### src/hdl/sfmb_pkg.sv
// Shared widths, stage numbering, codes and item types of the snow and firn mass balance pipeline.
package sfmb_pkg;

    localparam int TEMP_W  = 17;
    localparam int DEPTH_W = 29;
    localparam int MELT_W  = 30;
    localparam int CHG_W   = 31;
    localparam int SNOW_W  = DEPTH_W + 1;
    localparam int FS_W    = DEPTH_W + 2;
    localparam int SUM_W   = 32;

    localparam int FRAC_BITS = 16;
    localparam int FRAC_W    = FRAC_BITS + 1;
    localparam int PROD_W    = FRAC_W + MELT_W;

    localparam int DIV_BITS_PER_STAGE = 2;
    localparam int DIV_STAGES         = FRAC_BITS / DIV_BITS_PER_STAGE;

    localparam int ST_IN        = 0;
    localparam int ST_DIV_FIRST = 1;
    localparam int ST_DIV_LAST  = ST_DIV_FIRST + DIV_STAGES;
    localparam int ST_MELT_DONE = 6;
    localparam int ST_MUL       = ST_DIV_LAST + 1;
    localparam int ST_RFZ       = ST_MUL + 1;
    localparam int ST_OUT       = ST_RFZ + 1;
    localparam int STAGES       = ST_OUT + 1;

    localparam int S_TDATA_W = 168;
    localparam int M_TDATA_W = 160;

    localparam int CFG_IDX_W  = 2;
    localparam int CFG_DATA_W = TEMP_W;

    localparam logic [CFG_IDX_W-1:0] CFG_ALL_MELT = 2'd0;
    localparam logic [CFG_IDX_W-1:0] CFG_T_FULL   = 2'd1;
    localparam logic [CFG_IDX_W-1:0] CFG_T_NONE   = 2'd2;

    localparam logic              RST_ALL_MELT = 1'b1;
    localparam logic [TEMP_W-1:0] RST_T_FULL   = 17'd68608;
    localparam logic [TEMP_W-1:0] RST_T_NONE   = 17'd69888;

    localparam logic [FRAC_W-1:0] FRAC_ONE  = 17'h10000;
    localparam logic [FRAC_W-1:0] FRAC_ZERO = 17'h00000;

    typedef enum logic [1:0] {
        CLS_FULL,
        CLS_DIV,
        CLS_ZERO
    } frac_cls_t;

    typedef struct packed {
        logic [STAGES-1:0] load;
    } pipe_ctrl_t;

    typedef struct packed {
        logic [TEMP_W-1:0]        air_temp;
        logic [DEPTH_W-1:0]       thickness;
        logic signed [MELT_W-1:0] melt_amount;
        logic [DEPTH_W-1:0]       old_firn;
        logic [DEPTH_W-1:0]       old_snow;
        logic [DEPTH_W-1:0]       accumulation;
    } in_item_t;

    typedef struct packed {
        logic [DEPTH_W-1:0]       thick;
        logic [DEPTH_W-1:0]       old_firn;
        logic [DEPTH_W-1:0]       old_snow;
        logic [DEPTH_W-1:0]       acc;
        logic signed [MELT_W-1:0] melt;
        logic [SNOW_W-1:0]        snow;
        logic [DEPTH_W-1:0]       firn;
        logic [SNOW_W-1:0]        snow_m;
        logic [DEPTH_W-1:0]       firn_m;
        logic [DEPTH_W-1:0]       mm;
        logic                     pos;
        logic                     le_s;
        logic                     le_fs;
        logic signed [SUM_W-1:0]  am;
        logic signed [SUM_W-1:0]  tam;
    } melt_wk_t;

    typedef struct packed {
        logic [CHG_W-1:0]         firn_chg;
        logic [CHG_W-1:0]         snow_chg;
        logic signed [MELT_W-1:0] melt;
        logic [MELT_W-1:0]        vmag;
        logic                     vneg;
        logic signed [SUM_W-1:0]  am;
        logic signed [SUM_W-1:0]  tam;
        logic [DEPTH_W-1:0]       thick;
    } melt_res_t;

endpackage

### src/hdl/sfmb_frac_div.sv
// Refreeze fraction: temperature classing and a pipelined restoring divider.
module sfmb_frac_div (
    input  logic                             aclk,
    input  sfmb_pkg::pipe_ctrl_t             ctrl,
    input  logic [sfmb_pkg::TEMP_W-1:0]      air_temp,
    input  logic [sfmb_pkg::TEMP_W-1:0]      t_full,
    input  logic [sfmb_pkg::TEMP_W-1:0]      t_none,
    output logic [sfmb_pkg::FRAC_W-1:0]      frac
);

    localparam int TW = sfmb_pkg::TEMP_W;
    localparam int FB = sfmb_pkg::FRAC_BITS;
    localparam int NS = sfmb_pkg::DIV_STAGES;

    logic [TW-1:0]         div_reg;
    logic [TW-1:0]         rem_reg [0:NS];
    logic [FB-1:0]         quo_reg [0:NS];
    sfmb_pkg::frac_cls_t   cls_reg [0:NS];
    sfmb_pkg::frac_cls_t   cls_next;
    logic [TW-1:0]         rem_next;

    always_comb begin
        if (air_temp <= t_full) begin
            cls_next = sfmb_pkg::CLS_FULL;
        end else if (air_temp <= t_none) begin
            cls_next = sfmb_pkg::CLS_DIV;
        end else begin
            cls_next = sfmb_pkg::CLS_ZERO;
        end
        rem_next = TW'(t_none - air_temp);
    end

    always_ff @(posedge aclk) begin
        div_reg <= TW'(t_none - t_full);
        if (ctrl.load[sfmb_pkg::ST_DIV_FIRST]) begin
            cls_reg[0] <= cls_next;
            rem_reg[0] <= rem_next;
            quo_reg[0] <= '0;
        end
    end

    for (genvar j = 1; j <= NS; j++) begin : g_div
        logic [TW-1:0] r_next;
        logic [FB-1:0] q_next;

        always_comb begin
            logic [TW-1:0] r;
            logic [TW:0]   r2;
            logic [FB-1:0] q;
            r = rem_reg[j-1];
            q = quo_reg[j-1];
            for (int b = 0; b < sfmb_pkg::DIV_BITS_PER_STAGE; b++) begin
                r2 = {r, 1'b0};
                if (r2 >= {1'b0, div_reg}) begin
                    r = TW'(r2 - {1'b0, div_reg});
                    q = {q[FB-2:0], 1'b1};
                end else begin
                    r = r2[TW-1:0];
                    q = {q[FB-2:0], 1'b0};
                end
            end
            r_next = r;
            q_next = q;
        end

        always_ff @(posedge aclk) begin
            if (ctrl.load[sfmb_pkg::ST_DIV_FIRST + j]) begin
                rem_reg[j] <= r_next;
                quo_reg[j] <= q_next;
                cls_reg[j] <= cls_reg[j-1];
            end
        end
    end

    always_comb begin
        unique case (cls_reg[NS])
            sfmb_pkg::CLS_FULL: frac = sfmb_pkg::FRAC_ONE;
            sfmb_pkg::CLS_DIV:  frac = {1'b0, quo_reg[NS]};
            sfmb_pkg::CLS_ZERO: frac = sfmb_pkg::FRAC_ZERO;
            default:            frac = sfmb_pkg::FRAC_ZERO;
        endcase
    end

endmodule

### src/hdl/sfmb_melt.sv
// Snow and firn clamping, accumulation, melt partition and depth changes.
module sfmb_melt (
    input  logic                  aclk,
    input  sfmb_pkg::pipe_ctrl_t  ctrl,
    input  sfmb_pkg::in_item_t    item,
    input  logic                  all_melt,
    output sfmb_pkg::melt_res_t   res
);

    localparam int DW = sfmb_pkg::DEPTH_W;
    localparam int SW = sfmb_pkg::SNOW_W;
    localparam int FW = sfmb_pkg::FS_W;
    localparam int MW = sfmb_pkg::MELT_W;
    localparam int CW = sfmb_pkg::CHG_W;
    localparam int UW = sfmb_pkg::SUM_W;
    localparam int FIRST = sfmb_pkg::ST_MELT_DONE;
    localparam int LAST  = sfmb_pkg::ST_DIV_LAST;

    sfmb_pkg::melt_wk_t  w1_reg, w2_reg, w3_reg, w4_reg, w5_reg;
    sfmb_pkg::melt_wk_t  w1_next, w2_next, w3_next, w4_next, w5_next;
    sfmb_pkg::melt_res_t res_next;
    sfmb_pkg::melt_res_t res_reg [FIRST:LAST];

    always_comb begin
        w1_next          = '0;
        w1_next.thick    = item.thickness;
        w1_next.old_firn = item.old_firn;
        w1_next.old_snow = item.old_snow;
        w1_next.acc      = item.accumulation;
        w1_next.melt     = item.melt_amount;
        w1_next.snow     = SW'((item.old_snow < item.thickness) ? item.old_snow
                                                               : item.thickness);
        w1_next.am       = $signed(UW'(item.accumulation)) - UW'($signed(item.melt_amount));
    end

    always_comb begin
        logic [DW-1:0] room;
        room         = w1_reg.thick - w1_reg.snow[DW-1:0];
        w2_next      = w1_reg;
        w2_next.firn = (w1_reg.old_firn < room) ? w1_reg.old_firn : room;
        w2_next.snow = SW'(w1_reg.snow) + SW'(w1_reg.acc);
        w2_next.tam  = w1_reg.am + $signed(UW'(w1_reg.thick));
    end

    always_comb begin
        logic [FW-1:0] fs;
        logic [FW-1:0] mpos;
        fs            = FW'(w2_reg.firn) + FW'(w2_reg.snow);
        mpos          = FW'(w2_reg.melt[DW-1:0]);
        w3_next       = w2_reg;
        w3_next.pos   = !w2_reg.melt[MW-1] && (w2_reg.melt != '0);
        w3_next.le_s  = mpos <= FW'(w2_reg.snow);
        w3_next.le_fs = mpos <= fs;
    end

    always_comb begin
        w4_next = w3_reg;
        if (!w3_reg.pos) begin
            w4_next.snow_m = '0;
            w4_next.firn_m = '0;
        end else if (w3_reg.le_s) begin
            w4_next.snow_m = SW'(w3_reg.melt[DW-1:0]);
            w4_next.firn_m = '0;
        end else if (w3_reg.le_fs) begin
            w4_next.snow_m = w3_reg.snow;
            w4_next.firn_m = DW'(w3_reg.melt[DW-1:0] - w3_reg.snow[DW-1:0]);
        end else begin
            w4_next.snow_m = w3_reg.snow;
            w4_next.firn_m = w3_reg.firn;
        end
    end

    always_comb begin
        w5_next      = w4_reg;
        w5_next.snow = w4_reg.snow - w4_reg.snow_m;
        w5_next.firn = w4_reg.firn - w4_reg.firn_m;
        w5_next.mm   = DW'(w4_reg.snow_m[DW-1:0] + w4_reg.firn_m);
    end

    always_comb begin
        logic signed [MW-1:0] v;
        v                 = all_melt ? w5_reg.melt : $signed(MW'(w5_reg.mm));
        res_next.firn_chg = CW'(w5_reg.firn) - CW'(w5_reg.old_firn);
        res_next.snow_chg = CW'(w5_reg.snow) - CW'(w5_reg.old_snow);
        res_next.melt     = w5_reg.melt;
        res_next.vneg     = v[MW-1];
        res_next.vmag     = v[MW-1] ? MW'(-v) : MW'(v);
        res_next.am       = w5_reg.am;
        res_next.tam      = w5_reg.tam;
        res_next.thick    = w5_reg.thick;
    end

    always_ff @(posedge aclk) begin
        if (ctrl.load[1]) begin
            w1_reg <= w1_next;
        end
        if (ctrl.load[2]) begin
            w2_reg <= w2_next;
        end
        if (ctrl.load[3]) begin
            w3_reg <= w3_next;
        end
        if (ctrl.load[4]) begin
            w4_reg <= w4_next;
        end
        if (ctrl.load[5]) begin
            w5_reg <= w5_next;
        end
        if (ctrl.load[FIRST]) begin
            res_reg[FIRST] <= res_next;
        end
    end

    for (genvar k = FIRST + 1; k <= LAST; k++) begin : g_hold
        always_ff @(posedge aclk) begin
            if (ctrl.load[k]) begin
                res_reg[k] <= res_reg[k-1];
            end
        end
    end

    assign res = res_reg[LAST];

endmodule

### src/hdl/sfmb_balance.sv
// Refrozen ice multiply, runoff and clamped mass balance with the result register.
module sfmb_balance (
    input  logic                               aclk,
    input  sfmb_pkg::pipe_ctrl_t               ctrl,
    input  logic [sfmb_pkg::FRAC_W-1:0]        frac,
    input  sfmb_pkg::melt_res_t                res,
    output logic [sfmb_pkg::CHG_W-1:0]         firn_change,
    output logic [sfmb_pkg::CHG_W-1:0]         snow_change,
    output logic [sfmb_pkg::MELT_W-1:0]        melt_out,
    output logic [sfmb_pkg::CHG_W-1:0]         runoff,
    output logic [sfmb_pkg::CHG_W-1:0]         mass_balance
);

    localparam int PW = sfmb_pkg::PROD_W;
    localparam int CW = sfmb_pkg::CHG_W;
    localparam int UW = sfmb_pkg::SUM_W;
    localparam int FB = sfmb_pkg::FRAC_BITS;

    logic [PW-1:0]           prod_reg, prod_next;
    sfmb_pkg::melt_res_t     r10_reg, r11_reg;
    logic signed [CW-1:0]    rfz_reg, rfz_next;
    logic signed [UW-1:0]    runoff_next, smb_next, smb_raw, tam_rfz;
    logic [CW-1:0]           firn_change_reg, snow_change_reg, runoff_reg, smb_reg;
    logic [sfmb_pkg::MELT_W-1:0] melt_reg;

    assign prod_next = PW'(frac) * PW'(res.vmag);

    always_comb begin
        logic signed [CW-1:0] mag;
        mag      = $signed(prod_reg[PW-1:FB]);
        rfz_next = r10_reg.vneg ? -mag : mag;
    end

    always_comb begin
        runoff_next = UW'(r11_reg.melt) - UW'(rfz_reg);
        smb_raw     = r11_reg.am + UW'(rfz_reg);
        tam_rfz     = r11_reg.tam + UW'(rfz_reg);
        smb_next    = tam_rfz[UW-1] ? -$signed(UW'(r11_reg.thick)) : smb_raw;
    end

    always_ff @(posedge aclk) begin
        if (ctrl.load[sfmb_pkg::ST_MUL]) begin
            prod_reg <= prod_next;
            r10_reg  <= res;
        end
        if (ctrl.load[sfmb_pkg::ST_RFZ]) begin
            rfz_reg <= rfz_next;
            r11_reg <= r10_reg;
        end
        if (ctrl.load[sfmb_pkg::ST_OUT]) begin
            firn_change_reg <= r11_reg.firn_chg;
            snow_change_reg <= r11_reg.snow_chg;
            melt_reg        <= r11_reg.melt;
            runoff_reg      <= runoff_next[CW-1:0];
            smb_reg         <= smb_next[CW-1:0];
        end
    end

    assign firn_change  = firn_change_reg;
    assign snow_change  = snow_change_reg;
    assign melt_out     = melt_reg;
    assign runoff       = runoff_reg;
    assign mass_balance = smb_reg;

endmodule

### src/hdl/snow_firn_mass_balance_step.sv
// Top level of the snow and firn mass balance pipeline for one grid cell per request.
// The block takes one grid cell request per clock unless every stage is full and the
// output is stalled. Its result passes through every stage in order and is presented on
// the output from the result register. The thirteen register stages are the input
// register, the temperature classing stage, eight refreeze fraction divider stages that
// each produce two quotient bits, one stage for the fraction multiply, one for the signed
// refrozen ice, and the result register. Every stage has its own valid bit and
// moves forward whenever the stage after it is empty or moving, so gaps in the
// pipeline close up while the output is stalled. Configuration registers may be
// written only while no request is in flight; the write port is always ready.
module snow_firn_mass_balance_step (
    input  logic                                 aclk,
    input  logic                                 aresetn,
    input  logic                                 s_tvalid,
    output logic                                 s_tready,
    // air_temp, thickness, melt_amount, old_firn, old_snow, accumulation, zero pad
    input  logic [sfmb_pkg::S_TDATA_W-1:0]       s_tdata,
    output logic                                 m_tvalid,
    input  logic                                 m_tready,
    // firn_change, snow_change, melt_out, runoff, mass_balance, zero pad
    output logic [sfmb_pkg::M_TDATA_W-1:0]       m_tdata,
    input  logic                                 cfg_valid,
    output logic                                 cfg_ready,
    input  logic [sfmb_pkg::CFG_IDX_W-1:0]       cfg_index,
    input  logic [sfmb_pkg::CFG_DATA_W-1:0]      cfg_data
);

    localparam int NST = sfmb_pkg::STAGES;
    localparam int TW  = sfmb_pkg::TEMP_W;
    localparam int PAD = sfmb_pkg::M_TDATA_W - 3 * sfmb_pkg::CHG_W - sfmb_pkg::CHG_W
                         - sfmb_pkg::MELT_W;

    logic [NST-1:0]        valid_reg;
    sfmb_pkg::pipe_ctrl_t  ctrl;
    sfmb_pkg::in_item_t    in_reg, in_next;
    logic                  all_melt_reg;
    logic [TW-1:0]         t_full_reg, t_none_reg;
    logic [sfmb_pkg::FRAC_W-1:0] frac;
    sfmb_pkg::melt_res_t   mres;
    logic [sfmb_pkg::CHG_W-1:0]  firn_change, snow_change, runoff, mass_balance;
    logic [sfmb_pkg::MELT_W-1:0] melt_out;

    for (genvar k = 0; k < NST; k++) begin : g_load
        assign ctrl.load[k] = m_tready | ~(&valid_reg[NST-1:k]);
    end

    assign s_tready  = ctrl.load[sfmb_pkg::ST_IN];
    assign m_tvalid  = valid_reg[sfmb_pkg::ST_OUT];
    assign cfg_ready = 1'b1;

    always_ff @(posedge aclk) begin
        if (!aresetn) begin
            valid_reg <= '0;
        end else begin
            if (ctrl.load[0]) begin
                valid_reg[0] <= s_tvalid;
            end
            for (int k = 1; k < NST; k++) begin
                if (ctrl.load[k]) begin
                    valid_reg[k] <= valid_reg[k-1];
                end
            end
        end
    end

    always_ff @(posedge aclk) begin
        if (!aresetn) begin
            all_melt_reg <= sfmb_pkg::RST_ALL_MELT;
            t_full_reg   <= sfmb_pkg::RST_T_FULL;
            t_none_reg   <= sfmb_pkg::RST_T_NONE;
        end else if (cfg_valid) begin
            unique case (cfg_index)
                sfmb_pkg::CFG_ALL_MELT: all_melt_reg <= cfg_data[0];
                sfmb_pkg::CFG_T_FULL:   t_full_reg   <= cfg_data;
                sfmb_pkg::CFG_T_NONE:   t_none_reg   <= cfg_data;
                default: begin
                end
            endcase
        end
    end

    always_comb begin
        in_next.air_temp     = s_tdata[16:0];
        in_next.thickness    = s_tdata[45:17];
        in_next.melt_amount  = $signed(s_tdata[75:46]);
        in_next.old_firn     = s_tdata[104:76];
        in_next.old_snow     = s_tdata[133:105];
        in_next.accumulation = s_tdata[162:134];
    end

    always_ff @(posedge aclk) begin
        if (ctrl.load[sfmb_pkg::ST_IN]) begin
            in_reg <= in_next;
        end
    end

    sfmb_frac_div u_frac (
        .aclk     (aclk),
        .ctrl     (ctrl),
        .air_temp (in_reg.air_temp),
        .t_full   (t_full_reg),
        .t_none   (t_none_reg),
        .frac     (frac)
    );

    sfmb_melt u_melt (
        .aclk     (aclk),
        .ctrl     (ctrl),
        .item     (in_reg),
        .all_melt (all_melt_reg),
        .res      (mres)
    );

    sfmb_balance u_bal (
        .aclk         (aclk),
        .ctrl         (ctrl),
        .frac         (frac),
        .res          (mres),
        .firn_change  (firn_change),
        .snow_change  (snow_change),
        .melt_out     (melt_out),
        .runoff       (runoff),
        .mass_balance (mass_balance)
    );

    assign m_tdata = {{PAD{1'b0}}, mass_balance, runoff, melt_out, snow_change, firn_change};

    a_empty_out_ready: assert property (@(posedge aclk) disable iff (!aresetn)
        !m_tvalid |-> s_tready)
        else $error("input not ready while the result register is empty");

    a_full_stall_blocks: assert property (@(posedge aclk) disable iff (!aresetn)
        ((&valid_reg) && !m_tready) |-> !s_tready)
        else $error("request taken while every stage is full and output is stalled");

    a_accept_lands: assert property (@(posedge aclk) disable iff (!aresetn)
        (s_tvalid && s_tready) |=> valid_reg[sfmb_pkg::ST_IN])
        else $error("accepted request missing from the input stage");

endmodule

### config.mk
export PLATFORM = sky130hd
export DESIGN_NAME = snow_firn_mass_balance_step
export DESIGN_NICKNAME = d
export VERILOG_FILES = /design/src/hdl/sfmb_pkg.sv /design/src/hdl/sfmb_frac_div.sv /design/src/hdl/sfmb_melt.sv /design/src/hdl/sfmb_balance.sv /design/src/hdl/snow_firn_mass_balance_step.sv
export SDC_FILE = /design/constraint.sdc
export NUM_CORES = 2
export LEC_CHECK = 0
export BUFFER_PORTS_ARGS = -buffer_cell sky130_fd_sc_hd__buf_2
export CAP_MARGIN = 40
export CORE_MARGIN = 3
export CORE_UTILIZATION = 50
export DETAILED_ROUTE_END_ITERATION = 10
export PLACE_DENSITY = 0.7
export SYNTH_ARGS = -nofsm -noshare
export SYNTH_HDL_FRONTEND = slang
export SYNTH_SLANG_ARGS = --single-unit
### constraint.sdc
create_clock -name aclk -period 18.01 [get_ports aclk]
set_clock_uncertainty 0.2 [all_clocks]
set_input_delay 0 -clock aclk [delete_from_list [all_inputs] [get_ports aclk]]
set_output_delay 0 -clock aclk [all_outputs]
set_load 0.01 [all_outputs]
Word level (Yosys, flattened, before mapping)
Memories as Yosys holds them, arrays and structs flattened.
Index checks and enable logic that the tools add are counted.
Widths: inputs -> output; s select.
{"block": "word_totals", "romBits": 0, "output_inout_bits": 163, "latchBits": 0, "wordCells": 263, "ff_bits": 2088, "memories": 4, "ram_bits": 1179}
{"memory": "u_melt.res_reg", "depth": 4, "width": 216, "rd": 4, "rd_clocked_by_memory_dff": 0, "write_ports": 4, "line": "sfmb_melt.sv:22", "text": "sfmb_pkg::melt_res_t res_reg [FIRST:LAST];"}
{"memory": "u_frac.rem_reg", "depth": 9, "width": 17, "rd": 8, "rd_clocked_by_memory_dff": 0, "write_ports": 9, "line": "sfmb_frac_div.sv:16", "text": "logic [TW-1:0] rem_reg [0:NS];"}
{"memory": "u_frac.quo_reg", "depth": 9, "width": 16, "rd": 9, "rd_clocked_by_memory_dff": 0, "write_ports": 9, "line": "sfmb_frac_div.sv:17", "text": "logic [FB-1:0] quo_reg [0:NS];"}
{"memory": "u_frac.cls_reg", "depth": 9, "width": 2, "rd": 9, "rd_clocked_by_memory_dff": 0, "write_ports": 9, "line": "sfmb_frac_div.sv:18", "text": "sfmb_pkg::frac_cls_t cls_reg [0:NS];"}
{"block": "op_classes", "muxes": 61, "multipliers": 1, "n_div": 0, "reduce_logical": 21, "order_cmp": 22, "n_eq_ne": 3, "add_sub_neg": 35, "bitwise_logic": 27, "shift": 0}
{"cell": "$sub 17x17->17", "count": 18}
{"cell": "$ge 18x17->1", "count": 16}
{"cell": "$mux 17", "count": 16}
{"cell": "$mux 29", "count": 3}
{"cell": "$sub 29x29->29", "count": 3}
{"cell": "$mux 31", "count": 2}
{"cell": "$mux 30", "count": 2}
{"cell": "$lt 29x29->1", "count": 2}
{"cell": "$mux 58", "count": 1}
{"cell": "$mul 17x30->47", "count": 1}
{"cell": "$le 17x17->1", "count": 2}
{"cell": "$mux 1", "count": 34}
{"cell": "$pmux 17 s2", "count": 1}
{"cell": "$add 32x30->32", "count": 1}
{"cell": "$add 32x31->32", "count": 1}
{"cell": "$add 29x30->31", "count": 1}
{"cell": "$add 31x31->31", "count": 1}
{"cell": "$le 29x31->1", "count": 1}
{"cell": "$neg 29->31", "count": 1}
{"cell": "$neg 31->31", "count": 1}
{"cell": "$sub 30x29->31", "count": 1}
{"cell": "$sub 30x30->31", "count": 1}
{"cell": "$sub 30x31->31", "count": 1}
{"cell": "$add 30x29->30", "count": 1}
{"cell": "other kinds (27)", "count": 58}

Depth between registers and ports, before layout
{"block": "depth", "ltp_word": 5, "ltp_mapped": 28, "depth_no_buf": 25}

Modules after synthesis
Synthesis repeated with hierarchy kept, for this count alone.
{"block": "hier_totals", "cells_unflattened": 11430, "hier_area_um2": 154941.1}
{"mod": "sfmb_melt", "n_inst": 1, "cells_per_inst": 5323, "seq_area_each_um2": 63330.7, "area_per_inst_um2": 85624.6}
{"mod": "sfmb_balance", "n_inst": 1, "cells_per_inst": 3128, "seq_area_each_um2": 17566.8, "area_per_inst_um2": 38380.6}
{"mod": "sfmb_frac_div", "n_inst": 1, "cells_per_inst": 2585, "seq_area_each_um2": 7126.8, "area_per_inst_um2": 24093.1}
{"mod": "snow_firn_mass_balance_step", "n_inst": 1, "cells_per_inst": 394, "seq_area_each_um2": 5855.6, "area_per_inst_um2": 6842.8}

Worst setup path before layout
OpenSTA, ideal clock, no wires.
{"block": "synth_path", "path_type": "register to register", "startpoint": "reg valid_reg[12]", "endpoint": "mem u_frac.cls_reg[0][6] (netlist name), enable pin", "setup_time_ps": 673, "required_time_ps": 17137, "path_slack_ps": 6348, "stages_incl_launch_ff": 8, "t_arrival_ps": 10788, "path_cell_list": "dfxtp_1 -> nor2b_1 -> inv_1 -> nor2_1 -> and2_1 -> and3_1 -> and2_1 -> inv_1"}
{"element": "from (decl)", "line": "snow_firn_mass_balance_step.sv:33", "text": "logic [NST-1:0] valid_reg;"}
{"element": "from (signal, indexed assignment)", "line": "snow_firn_mass_balance_step.sv:60", "text": "valid_reg[k] <= valid_reg[k-1];"}
{"element": "to (decl)", "line": "sfmb_frac_div.sv:18"}

==> key figures <==
CTS
  • # clock sinks: 3145
  • CTS H-Tree Depth: 5
  • Clock Tree Buf Depth: 4
  • CTS tree: done
  • Clock root buffer master: clkbuf_16
  • Post_cts resized: 0
  • Reg clk slew, reported paths: 0.06 ns
  • CTS buffer count: 320
  • Clk Latency, worst-skew pair: 0.92 ns

Timing
  • Fmax achieved: 111 MHz
  • Slew Limit Fails: 0
  • Final period util: approximately 50%
  • Unrepaired setup endpoints after global routing: false
  • Setup TNS Final: 0 ns
  • Setup violators final: 0
  • Worst-margin pin slew: ~0.9 ns
  • Rel. slew slack: roughly 37%
  • Minimum clock period: 8.98 ns
  • Final hold violation count: 0

Place
  • HPWL Detailed: 262000 µm
  • Inst Count DP: 15409
  • # port buffers: 342
  • Final Wtd Congestion: 0.959
  • DP Area: approximately 160000 µm²

Setup path
  • Crit-path most repeated cell: fa_1
  • Worst path bufs/invs: 3
  • Max stage delay on crit path: 0.67 ns
  • Worst-path fanout max: between 60 and 70
  • Critical path arrival: around 9.5 ns
  • R2R setup slack: around 9.0 ns
  • Crit Path Class: reg2reg
  • Crit-path cells: nor2b_4, buf_4, and2_1, buf_4, nand2_1, fa_1, fa_1, fa_1, inv_1, fa_1, fa_1, fa_1, ha_1, a21oi_1, nand3_1, a311oi_1, a21o_1, o221ai_1, a41o_1, a21o_1, o41ai_1, o21ba_2, xnor2_1
  • CP top delay family: adder cells
  • CP endpoint kind: flip-flop
  • Slowest CP cell: and2_1
  • CP required: 18.49 ns
  • Startpoint type of the worst setup path: flip-flop

Synthesis
  • Syn avg cell area: 13.6 µm²
  • Yosys reg bits: ~3100
  • Synth cell types: 96
  • Simple-gate portion of the synthesized area: 7.87%
  • Synth Warn #: 0
  • Compound-cell area share of the yosys netlist: 8.56%
  • Mapped Cells: 11188
  • Adder-Cell Fraction of Synth Area: 13.6%
  • Post-Synth XOR/XNOR Area: 3.55%
  • Sequential fraction of the synthesis area: roughly three fifths
  • Combinational family with the most area after synthesis: adder cells
  • Mux cell area share after synthesis: 1.75%
  • Post-synth EDFFs: 3080
  • Asr flop ratio synth: 0%
  • Top FF cell, synth: edfxtp_1
  • Mapped cell area: 153000 µm²

Floorplan
  • Rows: around 200
  • Die area: 312000 µm²
  • Die Span Y: 558 µm
  • Starting Density: just over 50%
  • Core area: 303000 µm²
  • Ports: 355
  • Die width: 558 µm

Route
  • Total number of vias: 91550
  • First DRT Iteration DRCs: approximately 7300
  • TritonRoute pass-1 iters: 6
  • Number of vias per cell: 5.58
  • Final wirelength: 359000 µm
  • Post-DRT Antenna Nets: 0
  • Per-cell routed wire length: 21.9 µm
  • Residual DRC: 0

Outcome
  • Status: complete, no violations

Pwr
  • Max VDD drop: 0.109 mV
  • P_leak: 71.2 nW
  • Pwr dens: around 180 nW/µm²

Final layout
  • Share of cells above drive strength 1: 9.81%
  • Layout fillers: between 20000 and 25000
  • Final std cell area, no fill: between 150000 and 200000 µm²
  • Commonest non-fill, non-tap cell in the layout: edfxtp_1
  • Syn-to-layout area delta: 14.3%
  • Post-Layout Cell Count: 16408
  • Final nets: 13745
  • Fin util: 57.5%
  • Commonest cells after routing, fill and taps aside: edfxtp_1 (3080), inv_1 (1029), ha_1 (954)
  • Max reg flops: 856

Global route
  • Vias in the first global route: roughly 93000
  • GRT Total Usage: 22.8%
  • Largest net degree at the start of global routing: 147
  • First-pass GRT wire length: roughly 550000 µm
  • Overflow after GRT: 0
  • Initial antenna violation count: 21

Min path
  • Hold Crit Class: in2reg

Job
  • # Max-Cap Violations: 0
==> worst paths after layout <==
check                                                      from                      endpoint  cells after the start
worst max register to register  u_frac.cls_reg[0][17]$_DFFE_PP_  u_bal.prod_reg[45]$_DFFE_PP_                     23
worst min-delay path                                s_tdata[31]         in_reg[131]$_DFFE_PP_                      3
worst min register to register     u_bal.r10_reg[130]$_DFFE_PP_  u_bal.r11_reg[130]$_DFFE_PP_                      0
worst max-delay path            u_frac.cls_reg[0][17]$_DFFE_PP_  u_bal.prod_reg[45]$_DFFE_PP_                     23
==> cell families (layout without fill, tap and decap cells) <==
group,after synthesis,count (layout)
compound gates,2021,2021
xor+xnor,618,618
fa+ha+maj,1394,1394
buf+inv,1281,2509
flops,3145,3145
mux,242,242
other cells,2,16
simple gates,2485,2485
==> Yosys cell counts (74+ instances only) <==
cell      number  share of area [%]
a31oi_1       90               0.37
mux2_2       160                1.2
a21o_1       262                1.3
edfxtp_1    3080                 61
clkbuf_1     207               0.51
nor2_1       545                1.3
o21a_1       116               0.57
o21ai_0      415                1.4
nand2b_1      92               0.38
xor2_1       184                1.1
fa_1         440                5.8
nand4_1       87               0.36
nand3_1      160               0.52
o21bai_1      80               0.39
ha_1         954                7.8
nand2_1      788                1.9
nor2b_1      154               0.63
a21oi_1      550                1.8
xnor2_1      434                2.5
a21boi_0      74               0.36
nor3_1       134               0.44
inv_1       1037                2.6
and3_1       235               0.96
==> power by group <==
| group | internal, mW | switching (mW) |
|---|---|---|
| registers | 10.8 | 1.19 |
| logic | 5.85 | 7.47 |
| clock network | 3.74 | 2.79 |
==> per-layer routing <==
layer / routed length, µm / vias to the layer above / track usage [%]
met1: 155000 / 44965 / 31.0
met2: 168000 / 3011 / 37.1
met5: 17 / - / 0
li1: - / 42812 / -
met3: 21300 / 758 / 3.28
met4: 15700 / 4 / 9.17
==> worst min-delay path, cell delays in order <==
cell and delay [ns]:
dlygate4sd3_1 0.51, buf_2 0.09, dlygate4sd3_1 0.52
==> cell type report <==
cell class | count | area, µm² | area share (%)
clock inverters | 203 | 2110 | 1.21
multi-input cells | 6767 | 54000 | 31.0
flip-flops and latches | 3145 | 93800 | 53.8
clock buffers | 381 | 8290 | 4.75
inverters | 1039 | 3960 | 2.27
diodes | 9 | 22.5 | 0.0129
repair buffers | 886 | 7240 | 4.15
well taps | 3978 | 4980 | 2.85
==> through the flow <==
stage | setup WS [ns] | hold slack (ns) | power (mW)
floorplan | 6.35 | -0.101 | 21.4
global placement | 8.27 | -0.0233 | 24.7
CTS | 9.04 | 0.0519 | 32.0
global route | 8.69 | 0.0912 | 34.0
detailed placement | 8.99 | -0.0219 | 25.2
finish | 9.03 | 0.120 | 31.9
==> timing repair <==
action / in CTS / in global routing
hold endpoints to repair: 300 / 0
hold buffers: 404 / 0
setup buffers: 0 / 0
(Power assumes the default switching activity.)
